==> config.mk <==
export PLATFORM = sky130hd
export DESIGN_NAME = rsit_queue
export DESIGN_NICKNAME = d
export VERILOG_FILES = /design/src/rtl/rsit_queue.sv
export SDC_FILE = /design/constraint.sdc
export NUM_CORES = 1
export LEC_CHECK = 0
export ABC_AREA = 1
export BUFFER_PORTS_ARGS = -buffer_cell sky130_fd_sc_hd__buf_4
export CORE_UTILIZATION = 53
export CTS_BUF_LIST = sky130_fd_sc_hd__clkbuf_16
export DETAILED_ROUTE_END_ITERATION = 16
export HOLD_SLACK_MARGIN = 0.02
export PLACE_DENSITY = 0.8
export RECOVER_POWER = 50
export SLEW_MARGIN = 20
export SYNTH_ARGS = -nofsm -noshare
export SYNTH_HDL_FRONTEND = slang
export SYNTH_SLANG_ARGS = --single-unit
==> constraint.sdc <==
create_clock -name clk -period 2.52 [get_ports clk]
set_input_delay 0.504 -clock clk [delete_from_list [all_inputs] [get_ports clk]]
set_output_delay 0.504 -clock clk [all_outputs]
set_load 0.03 [all_outputs]
==> src/rtl/rsit_queue.sv <==
// ----------------------------------------------------------------------------
// rsit_queue
// Small synchronous FIFO; head word is shown while not empty.
// ----------------------------------------------------------------------------
module rsit_queue #(
  parameter int WIDTH = 8,
  parameter int DEPTH = 2
) (
  input  logic             clk,
  input  logic             rst_n,
  input  logic             push,
  input  logic [WIDTH-1:0] push_data,
  output logic             full,
  input  logic             pop,
  output logic [WIDTH-1:0] pop_data,
  output logic             empty
);

  localparam int PW = (DEPTH > 1) ? $clog2(DEPTH) : 1;
  localparam int CW = $clog2(DEPTH + 1);

  logic [WIDTH-1:0] mem_r [DEPTH];
  logic [PW-1:0]    wr_ptr_r, wr_ptr_nxt;
  logic [PW-1:0]    rd_ptr_r, rd_ptr_nxt;
  logic [CW-1:0]    count_r, count_nxt;
  logic             do_push, do_pop;

  assign full     = (count_r == CW'(DEPTH));
  assign empty    = (count_r == '0);
  assign do_push  = push && !full;
  assign do_pop   = pop && !empty;
  assign pop_data = mem_r[rd_ptr_r];

  always_comb begin
    wr_ptr_nxt = wr_ptr_r;
    rd_ptr_nxt = rd_ptr_r;
    count_nxt  = count_r;
    if (do_push) begin
      wr_ptr_nxt = (wr_ptr_r == PW'(DEPTH - 1)) ? '0 : wr_ptr_r + PW'(1);
    end
    if (do_pop) begin
      rd_ptr_nxt = (rd_ptr_r == PW'(DEPTH - 1)) ? '0 : rd_ptr_r + PW'(1);
    end
    if (do_push && !do_pop) begin
      count_nxt = count_r + CW'(1);
    end else if (do_pop && !do_push) begin
      count_nxt = count_r - CW'(1);
    end
  end

  always_ff @(posedge clk) begin
    if (!rst_n) begin
      wr_ptr_r <= '0;
      rd_ptr_r <= '0;
      count_r  <= '0;
    end else begin
      wr_ptr_r <= wr_ptr_nxt;
      rd_ptr_r <= rd_ptr_nxt;
      count_r  <= count_nxt;
    end
  end

  always_ff @(posedge clk) begin
    if (do_push) begin
      mem_r[wr_ptr_r] <= push_data;
    end
  end

endmodule

==> results.ini <==
[outcome]
status=complete, no violations

[floorplanning]
die_area_um2=1710
die_w_um=41.4
start_util=0.603
ios=22
fp.dieH_um=41.4
core_area_um2=1370
rows=13

[place]
gp_congestion=0.680
port_buffers=21
place_hpwl_um=1160

[timing]
clock.fmax_mhz=535
slew_violations=0
layout_min_cycle_time_ps=1870
finalSetupTns_ps=0
fin_hold_ws_ps=460
rsz0062_at_grt=false
finalSetupViolations=0
slew-limit-headroom=0.526
finalHoldViolations=0
worst_slew_pin_slew_ps=709
fin_crit_sh=0.741
finalClockSkew_ps=1.80

[clock_network]
cts_sinks=21
h-tree-depth=1
cts.hold.buffers_added=0
cts_buffers=3
cts-root-buf=clkbuf_16
clk_pin_slew_ps=50
cts_setup_buffers=0
clock_latency_ps=250
clock_path_buffers=2
cts_tree=yes
cts_resized=0

[worst_setup_path]
r2r-start=count_r[1]
reg2regPathDepth=9
path_class=reg -> out
rrSetupSlack_ps=940
r2r-end=count_r[1]
start_kind=flip-flop
worstPathArrival_ps=1360
required_ps=2020
critPathMaxFanout=8
cp-end-kind=output pin

[yosys]
syn-cell-area_um2=823
synth-edff-count=16
synth_area_per_cell_um2=13.1
synthXorXnorAreaFrac=0
synth-compound-area-share=0.0289
synth-seq-cells=21
synth_top_area_share=0.584
yosys_warnings=0
synthMuxAreaShare=0.109
synth-adder-area-share=0.0152
synthTopCellsByArea=edfxtp_1, dfxtp_1, mux2_2
synth.net_count=76
synth_top_family_by_area=multiplexers
synth.distinct_cells=15
yosysMostFrequentCell=edfxtp_1
synth_common_cells=edfxtp_1, nor2_1, inv_1, mux2_2, nand2_1
yosys.area.top_type=edfxtp_1
ys_seq_area_frac=0.705
synth_flop_cell=edfxtp_1
ys_async_sr_fraction=0
synthSimpleGateAreaFrac=0.0942
synthCells=63

[drt]
vias=533
viasPerCell=5.23
wire_per_inst_um=16.1
first_pass_iters=4
antenna_left=0
drcViolationCount=0
drtIter0Drc=14
wirelength_um=1650

[power]
p_int_mw=0.806
p_seq_frac=0.399
swShare=0.340
ir_worst_vdd_uv=846
combPwrFrac=0.330
power_density_nw_per_um2=1160
power_frac_clock=0.271
p_sw_mw=0.415
p_leak_nw=0.434

[min_path]
min_path_type=in -> reg
min-delay-start=push_data[2]
min_path_cells=1
holdPathEnd=mem_r[1][2]

[global_route]
grt_usage=0.221
grt.overflow.total=0
grt_max_degree=13
grt_pass1_wl_um=2670
antenna_found_initial=0
grt_pass1_vias=557

[layout]
nFillCells=91
diodes=0
final_nets=101
drive_above_1_share=0.345
area_growth_pct=28.0

[run]
drv_cap=0

==> logic make-up after synthesis <==
group,count (synthesis)
flops,21
fa+ha+maj,1
compound gates,4
buf+inv,10
simple gates,19
mux,8
==> cells in the final DEF (no fill, tap or decap) <==
cell and count:
buf_4 12, nor2_1 11, clkbuf_4 5, ha_1 1, clkbuf_16 3, nand3_1 1
clkinv_2 1, mux2_2 8, clkbuf_1 4, dfxtp_1 5, a21oi_1 1, o21ai_0 3
nand4_1 1, nand2_1 6, inv_1 8, inv_2 1, edfxtp_1 16
==> worst max-delay path, cell delays in order (launching register included) <==
cell	delay, ps
dfxtp_1	540
mux2_2	400
buf_4	170
==> metal layers <==
metal  up-vias  part of all wire  track usage
li1        262                 -            -
met1       250              0.36        0.223
met2        16              0.57        0.394
met3         5             0.046       0.0870
met4         0             0.026        0.103
met5         -                 0            0
==> stage by stage <==
step / utilization / instance area (um^2) / setup WS [ps] / power, mW / instances
final: 0.771 / 1050 / 652 / 1.22 / 102
after global placement: 0.728 / 995 / 958 / 0.883 / 98
after global routing: 0.771 / 1050 / 600 / 1.28 / 102
after floorplan: - / 823 / 962 / 0.765 / 63
after CTS: 0.787 / 1070 / 632 / 1.24 / 102
after detailed placement: 0.728 / 995 / 921 / 0.904 / 98
==> worst max path at each step <==
stage                           from     endpoint  slack (ps)  cells after the start
final                      flip-flop  pop_data[2]         650                      2
after global routing       flip-flop  pop_data[2]         600                      2
after CTS                  flip-flop  pop_data[2]         630                      2
after detailed placement        push  mem_r[0][5]         920                      3
after global placement     flip-flop  pop_data[2]         960                      2
after floorplan           count_r[0]   count_r[1]         960                      9
==> sequential cells by signal (all words and copies together), names as in the netlist, named ones only <==
register	count
mem_r	16
count_r	2
rd_ptr_r	1
wr_ptr_r	1
==> power groups by stage <==
stage,logic [mW],clock network (mW),registers [mW]
floorplan,0.293,0,0.471
global placement,0.393,0,0.490
detailed placement,0.409,0,0.495
CTS,0.418,0.334,0.490
global route,0.437,0.349,0.496
finish,0.402,0.331,0.487
==> layout make-up <==
class	instances	area, um^2	area share
sequential	21	581	0.551
tap	15	18.8	0.0178
timing repair buffer	21	143	0.135
clock buffer	3	75.1	0.0713
multi-input combinational	32	198	0.188
clock inverter	1	5.00	0.00475
inverter	9	33.8	0.0321
(Power assumes the default switching activity.)
