===== config.mk =====
export PLATFORM = sky130hd
export DESIGN_NAME = rsit_front
export DESIGN_NICKNAME = d
export VERILOG_FILES = /design/src/rtl/rsit_pkg.sv /design/src/rtl/rsit_front.sv
export SDC_FILE = /design/constraint.sdc
export NUM_CORES = 1
export LEC_CHECK = 0
export ABC_AREA = 1
export BUFFER_PORTS_ARGS = -buffer_cell sky130_fd_sc_hd__buf_2
export CORE_MARGIN = 3
export CORE_UTILIZATION = 51
export CTS_BUF_LIST = sky130_fd_sc_hd__clkbuf_2 sky130_fd_sc_hd__clkbuf_4 sky130_fd_sc_hd__clkbuf_8
export CTS_CLUSTER_SIZE = 25
export DETAILED_ROUTE_END_ITERATION = 8
export PLACE_DENSITY = 0.81
export SYNTH_ARGS = -nofsm -noshare
export SYNTH_HDL_FRONTEND = slang
export SYNTH_SLANG_ARGS = --single-unit

===== constraint.sdc =====
create_clock -name clk -period 5.6 [get_ports clk]
set_input_delay 0.56 -clock clk [delete_from_list [all_inputs] [get_ports clk]]
set_output_delay 0.56 -clock clk [all_outputs]
set_load 0.005 [all_outputs]

===== src/rtl/rsit_pkg.sv =====
// ----------------------------------------------------------------------------
// rsit_pkg
// Shared types and codes for the summed-area table unit: port words, the
// command word between front and back, request/status/register codes.
// ----------------------------------------------------------------------------
package rsit_pkg;

  localparam int IDX_W    = 7;   // row/column index and size register width
  localparam int ELEM_W   = 32;  // element field width
  localparam int ELEM_MAX = 48;  // widest supported element
  localparam int SUM_W    = 44;  // table entry / sum width
  localparam int ADDR_W   = 20;  // widest table address (1024 x 1024)

  // request types
  localparam logic [1:0] REQ_LOAD    = 2'd0;
  localparam logic [1:0] REQ_QUERY   = 2'd1;
  localparam logic [1:0] REQ_RESTART = 2'd2;

  // result status
  localparam logic [1:0] ST_OK         = 2'd0;
  localparam logic [1:0] ST_BAD_RECT   = 2'd1;
  localparam logic [1:0] ST_NOT_LOADED = 2'd2;
  localparam logic [1:0] ST_PAST_END   = 2'd3;

  // configuration register indexes
  localparam logic CFG_ROWS = 1'b0;
  localparam logic CFG_COLS = 1'b1;

  // command kinds, front to back
  localparam logic [1:0] CMD_RESULT = 2'd0;  // status only, sum zero
  localparam logic [1:0] CMD_LOAD   = 2'd1;
  localparam logic [1:0] CMD_QUERY  = 2'd2;

  typedef struct packed {
    logic [1:0]              req_type;
    logic signed [ELEM_W-1:0] element_value;
    logic [IDX_W-1:0]        row_first;
    logic [IDX_W-1:0]        col_first;
    logic [IDX_W-1:0]        row_last;
    logic [IDX_W-1:0]        col_last;
  } in_word_t;

  typedef struct packed {
    logic signed [SUM_W-1:0] rect_sum;
    logic [1:0]              status;
  } out_word_t;

  // load: addr_a = entry written, addr_b = entry above
  // query: a=(rl,cl) b=(rf-1,cl) c=(rl,cf-1) d=(rf-1,cf-1)
  typedef struct packed {
    logic [1:0]        kind;
    logic [1:0]        status;
    logic [SUM_W-1:0]  elem;
    logic              row_start;
    logic              has_above;
    logic              b_ok;
    logic              c_ok;
    logic [ADDR_W-1:0] addr_a;
    logic [ADDR_W-1:0] addr_b;
    logic [ADDR_W-1:0] addr_c;
    logic [ADDR_W-1:0] addr_d;
  } cmd_t;

  function automatic logic [IDX_W-1:0] clamp_size(input logic [IDX_W-1:0] v,
                                                  input int limit);
    logic [IDX_W-1:0] res;
    res = v;
    if (v == '0) begin
      res = IDX_W'(1);
    end else if (int'(v) > limit) begin
      res = IDX_W'(limit);
    end
    return res;
  endfunction

endpackage


===== src/rtl/rsit_front.sv =====
// ----------------------------------------------------------------------------
// rsit_front
// Accepts words, holds size registers and load position, classifies each
// word and builds the command for the back end (addresses, flags, status).
// ----------------------------------------------------------------------------
module rsit_front #(
  parameter int MAX_ROWS     = 64,
  parameter int MAX_COLS     = 64,
  parameter int ELEMENT_BITS = 32
) (
  input  logic                               clk,
  input  logic                               rst_n,
  input  logic                               cfg_we,
  input  logic                               cfg_index,
  input  logic [rsit_pkg::IDX_W-1:0]         cfg_data,
  input  logic                               in_push,
  input  logic                               in_full,
  input  rsit_pkg::in_word_t                 in_word,
  output logic                               cmd_push,
  output rsit_pkg::cmd_t                     cmd_word
);

  localparam int IW = rsit_pkg::IDX_W;
  localparam int AW = rsit_pkg::ADDR_W;
  localparam int EM = rsit_pkg::ELEM_MAX;
  localparam int SHIFT = EM - ELEMENT_BITS;
  localparam logic [IW-1:0] ROWS_RST = rsit_pkg::clamp_size(IW'(64), MAX_ROWS);
  localparam logic [IW-1:0] COLS_RST = rsit_pkg::clamp_size(IW'(64), MAX_COLS);
  localparam logic [AW-1:0] COLS_A   = AW'(MAX_COLS);

  logic [IW-1:0] rows_r, rows_nxt;
  logic [IW-1:0] cols_r, cols_nxt;
  logic [IW-1:0] load_row_r, load_row_nxt;
  logic [IW-1:0] load_col_r, load_col_nxt;
  logic          ready_r, ready_nxt;

  logic                  accept;
  logic                  bad_rect;
  logic [EM-1:0]         elem_wide;
  logic signed [EM-1:0]  elem_ext;
  logic [AW-1:0]         load_addr;
  logic [AW-1:0]         rl_base, rf_base;
  logic [AW-1:0]         cl_off, cf_off;

  assign accept   = in_push && !in_full;
  assign cmd_push = accept;

  // sign-extend the low ELEMENT_BITS bits
  assign elem_wide = {{(EM - rsit_pkg::ELEM_W){in_word.element_value[rsit_pkg::ELEM_W-1]}},
                      in_word.element_value};
  assign elem_ext  = $signed(elem_wide << SHIFT) >>> SHIFT;

  assign load_addr = AW'(load_row_r - IW'(1)) * COLS_A + AW'(load_col_r - IW'(1));
  assign rl_base   = AW'(in_word.row_last - IW'(1)) * COLS_A;
  assign rf_base   = AW'(in_word.row_first - IW'(2)) * COLS_A;
  assign cl_off    = AW'(in_word.col_last - IW'(1));
  assign cf_off    = AW'(in_word.col_first - IW'(2));

  assign bad_rect = (in_word.row_first == '0) || (in_word.col_first == '0) ||
                    (in_word.row_first > in_word.row_last) ||
                    (in_word.col_first > in_word.col_last) ||
                    (in_word.row_last > rows_r) || (in_word.col_last > cols_r);

  always_comb begin
    rows_nxt     = rows_r;
    cols_nxt     = cols_r;
    load_row_nxt = load_row_r;
    load_col_nxt = load_col_r;
    ready_nxt    = ready_r;

    cmd_word           = '0;
    cmd_word.kind      = rsit_pkg::CMD_RESULT;
    cmd_word.status    = rsit_pkg::ST_OK;
    cmd_word.elem      = elem_ext[rsit_pkg::SUM_W-1:0];
    cmd_word.row_start = (load_col_r == IW'(1));
    cmd_word.has_above = (load_row_r > IW'(1));
    cmd_word.b_ok      = (in_word.row_first > IW'(1));
    cmd_word.c_ok      = (in_word.col_first > IW'(1));

    if (cfg_we) begin
      if (cfg_index == rsit_pkg::CFG_ROWS) begin
        rows_nxt = rsit_pkg::clamp_size(cfg_data, MAX_ROWS);
      end else begin
        cols_nxt = rsit_pkg::clamp_size(cfg_data, MAX_COLS);
      end
      load_row_nxt = IW'(1);
      load_col_nxt = IW'(1);
      ready_nxt    = 1'b0;
    end else if (accept) begin
      case (in_word.req_type)
        rsit_pkg::REQ_LOAD: begin
          if (ready_r) begin
            cmd_word.status = rsit_pkg::ST_PAST_END;
          end else begin
            cmd_word.kind   = rsit_pkg::CMD_LOAD;
            cmd_word.addr_a = load_addr;
            cmd_word.addr_b = load_addr - COLS_A;
            if (load_col_r >= cols_r) begin
              load_col_nxt = IW'(1);
              if (load_row_r >= rows_r) begin
                ready_nxt = 1'b1;
              end else begin
                load_row_nxt = load_row_r + IW'(1);
              end
            end else begin
              load_col_nxt = load_col_r + IW'(1);
            end
          end
        end
        rsit_pkg::REQ_QUERY: begin
          if (!ready_r) begin
            cmd_word.status = rsit_pkg::ST_NOT_LOADED;
          end else if (bad_rect) begin
            cmd_word.status = rsit_pkg::ST_BAD_RECT;
          end else begin
            cmd_word.kind   = rsit_pkg::CMD_QUERY;
            cmd_word.addr_a = rl_base + cl_off;
            cmd_word.addr_b = rf_base + cl_off;
            cmd_word.addr_c = rl_base + cf_off;
            cmd_word.addr_d = rf_base + cf_off;
          end
        end
        rsit_pkg::REQ_RESTART: begin
          load_row_nxt = IW'(1);
          load_col_nxt = IW'(1);
          ready_nxt    = 1'b0;
        end
        default: begin
          // unused request type: plain ok result
        end
      endcase
    end
  end

  always_ff @(posedge clk) begin
    if (!rst_n) begin
      rows_r     <= ROWS_RST;
      cols_r     <= COLS_RST;
      load_row_r <= IW'(1);
      load_col_r <= IW'(1);
      ready_r    <= 1'b0;
    end else begin
      rows_r     <= rows_nxt;
      cols_r     <= cols_nxt;
      load_row_r <= load_row_nxt;
      load_col_r <= load_col_nxt;
      ready_r    <= ready_nxt;
    end
  end

endmodule


==> flow_summary_export.csv, run 1 <==
group,metric,value,unit
worst_hold_path,worstHoldStart,"cols_r[6]",
clocking,clk_latency,0.28,ns
logic_synthesis,syn_avg_cell_area,6.34,sq um
routing,dr.pass1.iters,5,
placed_design,port_buffers,131,
timing,slew_violations,0,
setup_path,reg2reg_slack,3.42,ns
setup_path,rr_worst_depth,9,
worst_hold_path,min_to,"cols_r[6]",
setup_path,startpoint,"load_col_r[0]",
logic_synthesis,synth_compound_area_share,12.3,%
logic_synthesis,yosysMostFrequentCell,"nand2_1",
clocking,cts_hold_buf,0,
grt,antenna_found_initial,0,
timing,setup_tns,0,ns
run_status,outcome,"complete, no violations",
floorplanning,rows,39,
final_layout,drive_above_1_share,16.2,%
final_layout,finalInstanceArea,6370,sq um
floorplanning,die_x,115,microns
grt,overflow,0,
timing,max_freq,236,MHz
timing,setup_viol,0,
job,max-cap-violations,0,
logic_synthesis,ys_top_cells_by_count,"nand2_1 (196), inv_1 (130), ha_1 (95)",
clocking,htreeDepth,2,
timing,post-route-period-util,75.8,%
logic_synthesis,yosysSeqAreaShare,9.52,%
worst_hold_path,min_path_cells,2,
final_layout,fillers,1169,
logic_synthesis,syn-cell-area,6100,sq um
setup_path,cp_max_fo,8,
clocking,cts_max_path_buffers,2,
clocking,cts_sinks,29,
setup_path,cp.arrival,3.68,ns
routing,postRouteAntennaNets,0,
power_and_ir_drop,power_density,104,nW/um^2
power_and_ir_drop,ir_worst_vdd,0.108,mV
routing,wire_per_inst,12.9,microns
routing,drt-total-wl,14900,microns
logic_synthesis,synth_edf_count,0,
routing,drc_errors,0,
power_and_ir_drop,p_sw_share,39.4,%
final_layout,area_growth,4.50,%
power_and_ir_drop,total_leakage_power,3.56,nW
setup_path,required,5.04,ns
floorplanning,coreArea,11600,sq um
grt,grt_pass1_wl,25100,microns
logic_synthesis,synth-xor-area-share,6.90,%
floorplanning,io_pins,208,
logic_synthesis,yosysTopAreaCellShare,19.5,%
worst_hold_path,hold_class,"reg -> reg",
power_and_ir_drop,clkPwrFrac,25.0,%
logic_synthesis,yosys.area.top_type,"ha_1",
grt,grt_usage,22.6,%
placed_design,hpwl,12500,microns
logic_synthesis,synth.distinct_cells,42,
routing,viasPerCell,5.25,
final_layout,seqCellArea,581,sq um
logic_synthesis,synth-simple-area-share,31.2,%
logic_synthesis,synthAdderAreaFrac,21.1,%
clocking,numCtsBuffers,5,
setup_path,endpoint_kind,"output port",
power_and_ir_drop,comb_power_share,42.2,%
grt,grt_pass1_vias,5601,
setup_path,crit_type,"reg -> out",
timing,maxSlewHeadroom,21.7,%
final_layout,multiInputGateArea,4360,sq um
logic_synthesis,yosys_register_bits,29,
clocking,cts_resized,0,
timing,worstMarginPinSlew,1.17,ns
floorplanning,die_height,115,microns
timing,fin_crit,4.24,ns
placed_design,dpl_cell_area,6280,sq um
logic_synthesis,synth_top_family_by_area,"simple AND/OR/NAND/NOR gates",
setup_path,start_kind,"register",
routing,vias,6050,
timing,rsz0062_at_grt,"no",
power_and_ir_drop,seqPwrFrac,32.8,%
clocking,root_buffer,"clkbuf_8",
floorplanning,initial_core_util,52.7,%
final_layout,fin_nets,1183,
logic_synthesis,syn_inst,961,
clocking,cts_tree,"built",
power_and_ir_drop,p_switching,0.262,mW
logic_synthesis,synth_area_leaders,"ha_1 (19%), nand2_1 (12%), dfxtp_1 (9.5%)",
power_and_ir_drop,fin_total_pwr,0.665,mW
setup_path,worstReg2RegStart,"load_row_r[2]",
final_layout,antenna_cells,0,
clocking,clk_pin_slew,0.07,ns
timing,finalHoldViolCount,0,
floorplanning,die_area,13300,sq um
clocking,postCtsSetupRepairBufs,0,
placed_design,routabilityCongestion,0.913,
routing,drtIter0Drc,301,
timing,skew,0.00766,ns
logic_synthesis,muxShareOfSynthArea,0,%
logic_synthesis,ys_warn_count,0,
grt,grt_max_degree,29,
setup_path,r2r-end,"load_row_r[0]",
logic_synthesis,synth-async-reset-ratio,0,%
power_and_ir_drop,p_int,0.403,mW
logic_synthesis,syn_nets,1136,
logic_synthesis,synth_flop_cell,"dfxtp_1",
-- area by class of cell --
| class | instances | area share [%] |
|---|---|---|
| sequential | 29 | 9.11 |
| timing repair buffer | 132 | 10.4 |
| tap | 143 | 2.81 |
| clock inverter | 3 | 0.275 |
| multi-input combinational | 707 | 68.5 |
| inverter | 133 | 7.84 |
| clock buffer | 5 | 1.08 |
-- routing by layer --
layer	share of wire [%]	up-vias	routed length [microns]	GRT usage, %
li1	-	3171	-	-
met3	5.7	21	850	2.68
met4	1.6	0	239	4.69
met2	47	176	6960	39.8
met1	46	2682	6830	29.7
met5	0	-	0	0
-- power groups by stage --
| stage | Sequential, mW | Combinational [mW] | Clock, mW |
|---|---|---|---|
| final | 0.218 | 0.280 | 0.166 |
| after global routing | 0.219 | 0.322 | 0.181 |
| after CTS | 0.218 | 0.278 | 0.168 |
| after detailed placement | 0.222 | 0.276 | 0 |
| after global placement | 0.222 | 0.272 | 0 |
| after floorplan | 0.221 | 0.227 | 0 |
-- worst max-delay path, stage by stage (launching register included) --
cell     delay, ns
dfxtp_1       0.33
inv_1         0.20
nand2_1       0.14
nor3_1        0.94
fa_1          0.62
nor3_2        0.26
nand2_1       0.09
nor2_2        0.12
nand3_1       0.13
nor2_1        0.11
nor2_1        0.04
a21oi_1       0.25
buf_2         0.17
-- how the worst max path moves through the flow --
stage | endpoint | slack, ns | cells after the start
3_3_place_gp | cmd_word[58] | 1.62 | 13
4_1_cts | cmd_word[58] | 1.36 | 12
2_1_floorplan | cmd_word[56] | 2.05 | 13
5_1_grt | cmd_word[59] | 0.87 | 12
6_report | cmd_word[58] | 1.36 | 12
3_5_place_dp | cmd_word[58] | 1.61 | 15
-- cell usage in the layout, fill, tap and decap left out, types with 2 or more instances in the layout --
cell,instances
o211ai_1,5
nand3_2,3
xor2_1,37
nor3_2,4
nor4_1,3
o21ai_0,27
fa_1,5
nor2_8,2
nand3b_1,11
inv_2,3
a21o_1,4
a211oi_1,3
nor2_2,2
o21ai_1,2
buf_2,131
dfxtp_1,29
nor2_1,94
a21oi_1,84
xnor2_1,11
nand2_2,2
o21bai_1,2
a31oi_1,5
nor2_4,2
inv_1,130
nor3_1,16
or2_2,4
ha_1,95
nand4_1,27
nor3b_1,2
clkinv_2,2
clkbuf_8,5
nand3_1,51
o21a_1,2
nand2_1,196
-- stage by stage --
step	instances	hold slack [ns]	utilization [%]	setup WS, ns
2_1_floorplan	961	0.446	-	2.05
3_5_place_dp	1144	0.470	54.3	1.61
6_report	1152	0.493	55.1	1.36
5_1_grt	1152	0.550	55.1	0.866
4_1_cts	1152	0.487	55.1	1.36
3_3_place_gp	1144	0.457	54.3	1.62
-- state kept, by name, indices dropped and copies added, names as in the netlist --
| signal | flops |
|---|---|
| cols_r | 7 |
| ready_r | 1 |
| load_row_r | 7 |
| load_col_r | 7 |
| rows_r | 7 |
-- kinds of logic after synthesis --
| group | after synthesis |
|---|---|
| flip-flops | 29 |
| XOR/XNOR | 48 |
| adder cells (fa/ha/maj) | 100 |
| AO/OA/AOI/OAI | 138 |
| AND/OR/NAND/NOR | 421 |
| buffers and inverters | 225 |
Note: power is estimated with default switching activity, not from simulation.
==> run 2: changes to the inputs <==
--- a/config.mk
+++ b/config.mk
@@ -8,11 +8,11 @@
 export ABC_AREA = 1
 export BUFFER_PORTS_ARGS = -buffer_cell sky130_fd_sc_hd__buf_2
 export CORE_MARGIN = 3
-export CORE_UTILIZATION = 51
+export CORE_UTILIZATION = 48
 export CTS_BUF_LIST = sky130_fd_sc_hd__clkbuf_2 sky130_fd_sc_hd__clkbuf_4 sky130_fd_sc_hd__clkbuf_8
 export CTS_CLUSTER_SIZE = 25
 export DETAILED_ROUTE_END_ITERATION = 8
-export PLACE_DENSITY = 0.81
+export PLACE_DENSITY = 0.8
 export SYNTH_ARGS = -nofsm -noshare
 export SYNTH_HDL_FRONTEND = slang
 export SYNTH_SLANG_ARGS = --single-unit
==> constraint.sdc (replaced) <==
create_clock -name clk -period 3.7 [get_ports clk]
set_input_delay 0.37 -clock clk [delete_from_list [all_inputs] [get_ports clk]]
set_output_delay 0.37 -clock clk [all_outputs]
set_load 0.005 [all_outputs]
==> run 2 against run 1 <==
  * Cell area rose by 2.8%
  * Sequential cell count did not move
  * Worst hold slack got worse by 0.11 ns
  * First-iteration DRC count rose by 12%
  * Die area rose by 5.9%
  * Combinational power rose by 54%
  * Clock power rose by 110%
  * Count of clock-buffer cells in the layout rose by 1
  * Largest power group unchanged
==> flow_summary_export.csv, run 2 (same netlist as run 1, synthesis figures left out) <==
group,metric,value,unit
final_layout,fin_util,53.6,%
setup_path,cp_max_fo,5,
timing,setup_viol,0,
power_and_ir_drop,p_switching,0.403,mW
power_and_ir_drop,seqPwrFrac,29.8,%
timing,worstMarginPinSlew,0.793,ns
timing,post-route-period-util,94.5,%
grt,grt_pass1_wl,25000,microns
timing,finalHoldViolCount,0,
clocking,clk_latency,0.29,ns
routing,viasPerCell,5.16,
floorplanning,coreArea,12200,sq um
clocking,htreeDepth,2,
floorplanning,initial_core_util,49.9,%
power_and_ir_drop,ir_worst_vdd,0.163,mV
worst_hold_path,hold_class,"in -> reg",
setup_path,start_kind,"register",
clocking,root_buffer,"clkbuf_8",
floorplanning,die_x,119,microns
routing,vias,6125,
final_layout,final_common_cell,"nand2_1",
clocking,cts_sinks,29,
floorplanning,rows,40,
setup_path,endpoint_kind,"output port",
placed_design,dpl_worst_slack,0.210,ns
routing,dr.pass1.iters,5,
grt,grt_max_degree,30,
final_layout,area_growth,7.39,%
placed_design,hpwl,12700,microns
clocking,cts_hold_buf,0,
grt,antenna_found_initial,0,
timing,maxSlewHeadroom,46.9,%
routing,drt-total-wl,15100,microns
clocking,cts_tree,"built",
setup_path,crit_type,"reg -> out",
final_layout,drive_above_1_share,18.4,%
grt,grt_usage,20.8,%
grt,overflow,0,
power_and_ir_drop,clkPwrFrac,31.3,%
clocking,cts_max_path_buffers,2,
timing,max_freq,286,MHz
final_layout,antenna_cells,0,
power_and_ir_drop,total_leakage_power,3.62,nW
final_layout,fin_nets,1192,
routing,postRouteAntennaNets,0,
timing,final.setup.worst_slack,0.202,ns
routing,drc_errors,0,
floorplanning,io_pins,208,
setup_path,required,3.33,ns
job,max-cap-violations,0,
floorplanning,die_area,14100,sq um
clocking,numCtsBuffers,5,
run_status,outcome,"complete, no violations",
power_and_ir_drop,power_density,169,nW/um^2
power_and_ir_drop,p_int,0.704,mW
final_layout,layout_common_cells,"nand2_1 (194), buf_2 (131), inv_1 (127)",
setup_path,cp.arrival,3.13,ns
floorplanning,die_height,119,microns
power_and_ir_drop,p_sw_share,36.4,%
clocking,clk_pin_slew,0.06,ns
placed_design,routabilityCongestion,0.925,
timing,skew,0.00855,ns
grt,grt_pass1_vias,5508,
power_and_ir_drop,comb_power_share,38.9,%
timing,slew_violations,0,
routing,wire_per_inst,12.7,microns
placed_design,port_buffers,131,
timing,fin_crit,3.50,ns
setup_path,reg2reg_slack,1.65,ns
routing,drtIter0Drc,338,
-- run 2: changes by cell type in the layout (fill, tap and decap cells not counted), sizes merged --
cell and delta:
clkbuf +1, bufinv +1, buf +9, clkinv -2
-- run 2: metrics by stage --
step	area [sq um]	hold WS, ns	power, mW	setup TNS, ns	std cells
final	6550	0.388	1.11	0	1186
after CTS	6480	0.377	1.10	0	1182
after global placement	6350	0.461	0.746	0	1174
after detailed placement	6350	0.466	0.755	0	1174
after global routing	6550	0.394	1.18	-0.00709	1186
after floorplan	6100	0.446	0.678	0	961
-- run 2: worst max-delay path, cell delays in order (launching register included) --
cell and delay [ns]:
dfxtp_2 0.34, inv_2 0.11, ha_4 0.15, nand2_2 0.06, o31ai_1 0.22, o21ai_1 0.13
ha_2 0.20, fa_2 0.34, nor2_1 0.11, nor2_1 0.08, nor3_2 0.22, nand2_1 0.10
nor2_2 0.18, nand3_2 0.10, nor2_1 0.10, nor2_1 0.05, a21oi_2 0.20, buf_2 0.14
-- run 2: timing repair --
| item | in CTS | in global routing |
|---|---|---|
| buffers inserted | 0 | 4 |
| setup endpoints to repair | 6 | 15 |
| gates resized for setup | 2 | 16 |
| cloned | 0 | 0 |
| pin swaps | 0 | 5 |
-- run 2: layout make-up --
type,count,area [sq um]
Inverter,133,499
Sequential cell,29,583
Clock buffer,6,82.6
Clock inverter,2,37.5
Multi-Input combinational cell,707,4400
Timing Repair Buffer,141,731
Fill cell,1267,5670
Tap cell,168,210
-- run 2: power groups by stage --
| stage | sequential [mW] | combinational, mW | clock, mW |
|---|---|---|---|
| 2_1_floorplan | 0.334 | 0.344 | 0 |
| 3_3_place_gp | 0.336 | 0.410 | 0 |
| 3_5_place_dp | 0.337 | 0.418 | 0 |
| 4_1_cts | 0.330 | 0.420 | 0.347 |
| 5_1_grt | 0.331 | 0.491 | 0.359 |
| 6_report | 0.330 | 0.430 | 0.347 |
-- run 2: final timing paths --
path / startpoint / endpoint / cells after the start
setup / recovery: load_col_r[0] / cmd_word[56] / 17
hold / removal: cfg_data[6] / rows_r[6] / 3
setup reg to reg: load_col_r[2] / load_row_r[0] / 8
hold reg to reg: cols_r[6] / cols_r[6] / 2
-- run 2: per-layer routing --
metal	wire [microns]	track usage, %	vias up	share of wire, %
met4	157	4.13	0	1.0
met2	7160	35.9	191	47
met1	6820	27.8	2722	45
met3	962	2.78	17	6.4
li1	-	-	3195	-
met5	0	0	-	0
==> run 3: changes to the inputs <==
--- a/config.mk
+++ b/config.mk
@@ -10,6 +10,7 @@
 export CORE_MARGIN = 3
 export CORE_UTILIZATION = 48
 export CTS_BUF_LIST = sky130_fd_sc_hd__clkbuf_2 sky130_fd_sc_hd__clkbuf_4 sky130_fd_sc_hd__clkbuf_8
+export CTS_CLUSTER_DIAMETER = 30
 export CTS_CLUSTER_SIZE = 25
 export DETAILED_ROUTE_END_ITERATION = 8
 export PLACE_DENSITY = 0.8
==> constraint.sdc (replaced) <==
create_clock -name clk -period 3.7 [get_ports clk]
set_input_delay 0.185 -clock clk [delete_from_list [all_inputs] [get_ports clk]]
set_output_delay 0.185 -clock clk [all_outputs]
set_load 0.005 [all_outputs]
==> run 3 against run 2 <==
  * Clock power shrank 27%
  * Critical path depth is the same
  * Sequential power is essentially flat
  * Routed wire length shrank 1.3%
  * Via count shrank 1.2%
  * Count of clock-buffer cells in the layout shrank 1
  * Critical endpoint unchanged
  * Largest power group unchanged
==> flow_summary_export.csv, run 3 (same netlist as run 1, synthesis figures left out) <==
group,metric,value,unit
run_status,outcome,"complete, no violations",
routing,viasPerCell,5.13,
timing,final.setup.worst_slack,0.260,ns
grt,grt_pass1_wl,24800,microns
final_layout,finalInstanceArea,6450,sq um
floorplanning,coreArea,12200,sq um
floorplanning,rows,40,
setup_path,cp_max_fo,5,
final_layout,final_common_cell,"nand2_1",
final_layout,antenna_cells,0,
worst_hold_path,hold_class,"in -> reg",
clocking,cts_tree,"built",
placed_design,dpl_worst_slack,0.394,ns
placed_design,dpl_cell_area,6330,sq um
final_layout,drive_above_1_share,17.0,%
timing,fin_crit,3.44,ns
floorplanning,die_area,14100,sq um
clocking,clk_pin_slew,0.06,ns
routing,drtIter0Drc,298,
setup_path,worst_path_largest_cell_delay,0.40,ns
timing,slew_violations,0,
setup_path,crit_type,"reg -> out",
final_layout,area_growth,5.77,%
final_layout,fillers,1272,
placed_design,routabilityCongestion,0.883,
clocking,cts_sinks,29,
power_and_ir_drop,ir_worst_vdd,0.126,mV
routing,dr.pass1.iters,5,
setup_path,cp_slowest_cell,"fa_1",
routing,drc_errors,0,
timing,max_freq,291,MHz
clocking,clk_latency,0.28,ns
floorplanning,io_pins,208,
setup_path,endpoint_kind,"output port",
setup_path,required,3.51,ns
timing,setup_viol,0,
clocking,root_buffer,"clkbuf_8",
grt,antenna_found_initial,0,
setup_path,reg2reg_slack,1.61,ns
routing,wire_per_inst,12.6,microns
setup_path,cp.arrival,3.25,ns
setup_path,critPathBufInv,2,
routing,drt-total-wl,14900,microns
final_layout,layout_common_cells,"nand2_1 (196), buf_2 (131), inv_1 (128)",
routing,vias,6053,
floorplanning,die_height,119,microns
final_layout,final_cells,1181,
setup_path,cp_cell_sequence,"inv_2 -> ha_1 -> nand2_1 -> o31ai_2 -> o21ai_1 -> ha_1 -> fa_1 -> nor2_1 -> nor2_1 -> nor3_2 -> nand2_1 -> nor2_4 -> nand3_1 -> nor2_1 -> nor2_1 -> a21oi_2 -> buf_2",
floorplanning,die_x,119,microns
setup_path,crit_family,"simple AND/OR/NAND/NOR gates",
floorplanning,initial_core_util,49.9,%
clocking,cts_hold_buf,0,
clocking,htreeDepth,2,
placed_design,dp_cells,1171,
grt,overflow,0,
power_and_ir_drop,total_leakage_power,3.59,nW
timing,skew,0.0103,ns
routing,postRouteAntennaNets,0,
timing,maxSlewHeadroom,21.3,%
grt,grt_pass1_vias,5496,
grt,grt_max_degree,30,
final_layout,fin_nets,1187,
clocking,numCtsBuffers,5,
power_and_ir_drop,power_density,156,nW/um^2
setup_path,start_kind,"register",
job,max-cap-violations,0,
clocking,cts_max_path_buffers,2,
setup_path,cp_common_cell,"nor2_1",
placed_design,port_buffers,131,
timing,worstMarginPinSlew,1.18,ns
timing,finalHoldViolCount,0,
timing,post-route-period-util,93.0,%
grt,grt_usage,20.6,%
placed_design,hpwl,12700,microns
[run 3: cell count changes in the layout (fill, tap and decap cells not counted), sizes merged]
cell | before | now
clkbuf | 6 | 5
clkinv | 0 | 2
bufinv | 1 | 0
buf | 141 | 136
[run 3: routing by layer]
metal | routed length [microns] | part of all wire, % | vias to the layer above | track usage, %
met3 | 1030 | 6.9 | 29 | 2.34
met1 | 6740 | 45 | 2648 | 27.5
met2 | 6870 | 46 | 206 | 35.2
li1 | - | - | 3170 | -
met4 | 265 | 1.8 | 0 | 5.65
met5 | 0 | 0 | - | 0
[run 3: worst paths after layout]
| check | from | end | cells after the start |
|---|---|---|---|
| hold / removal | cfg_data[6] | rows_r[6] | 3 |
| setup / recovery | load_col_r[1] | cmd_word[56] | 17 |
| hold reg to reg | cols_r[6] | cols_r[6] | 2 |
| setup reg to reg | ready_r | load_col_r[1] | 6 |
[run 3: final cells by class]
class                      count  area, sq um  share of cell area (%)
multi-input combinational    707         4380                    67.9
sequential                    29          581                    9.00
tap                          168          210                    3.26
inverter                     133          499                    7.74
timing repair buffer         136          693                    10.8
clock inverter                 3         17.5                   0.272
clock buffer                   5         68.8                    1.07
[run 3: repair_timing]
item	4_1_cts	5_1_grt
endpoints found under the setup margin	0	15
buffers inserted	0	2
gates resized for setup	0	7
[run 3: through the flow]
step	power (mW)	hold WS [ns]	util, %	setup TNS, ns
6_report	1.01	0.208	52.8	0
5_1_grt	1.09	0.218	52.8	-0.0426
4_1_cts	1.01	0.195	52.5	0
3_5_place_dp	0.755	0.370	51.8	0
3_3_place_gp	0.747	0.370	51.8	0
2_1_floorplan	0.678	0.315	-	0
[run 3: worst reg2reg max path: stages, from the launching register on]
cell      delay, ns
dfxtp_1        0.34
inv_1          0.10
nor2_2         0.90
nor2_8         0.14
inv_2          0.19
o21ai_2        0.13
a211oi_1       0.21
[run 3: power by group]
group | leakage [nW] | internal [mW] | switching (mW)
Combinational | 3.30 | 0.160 | 0.266
Clock | 0.0439 | 0.129 | 0.123
Sequential | 0.236 | 0.323 | 0.00712
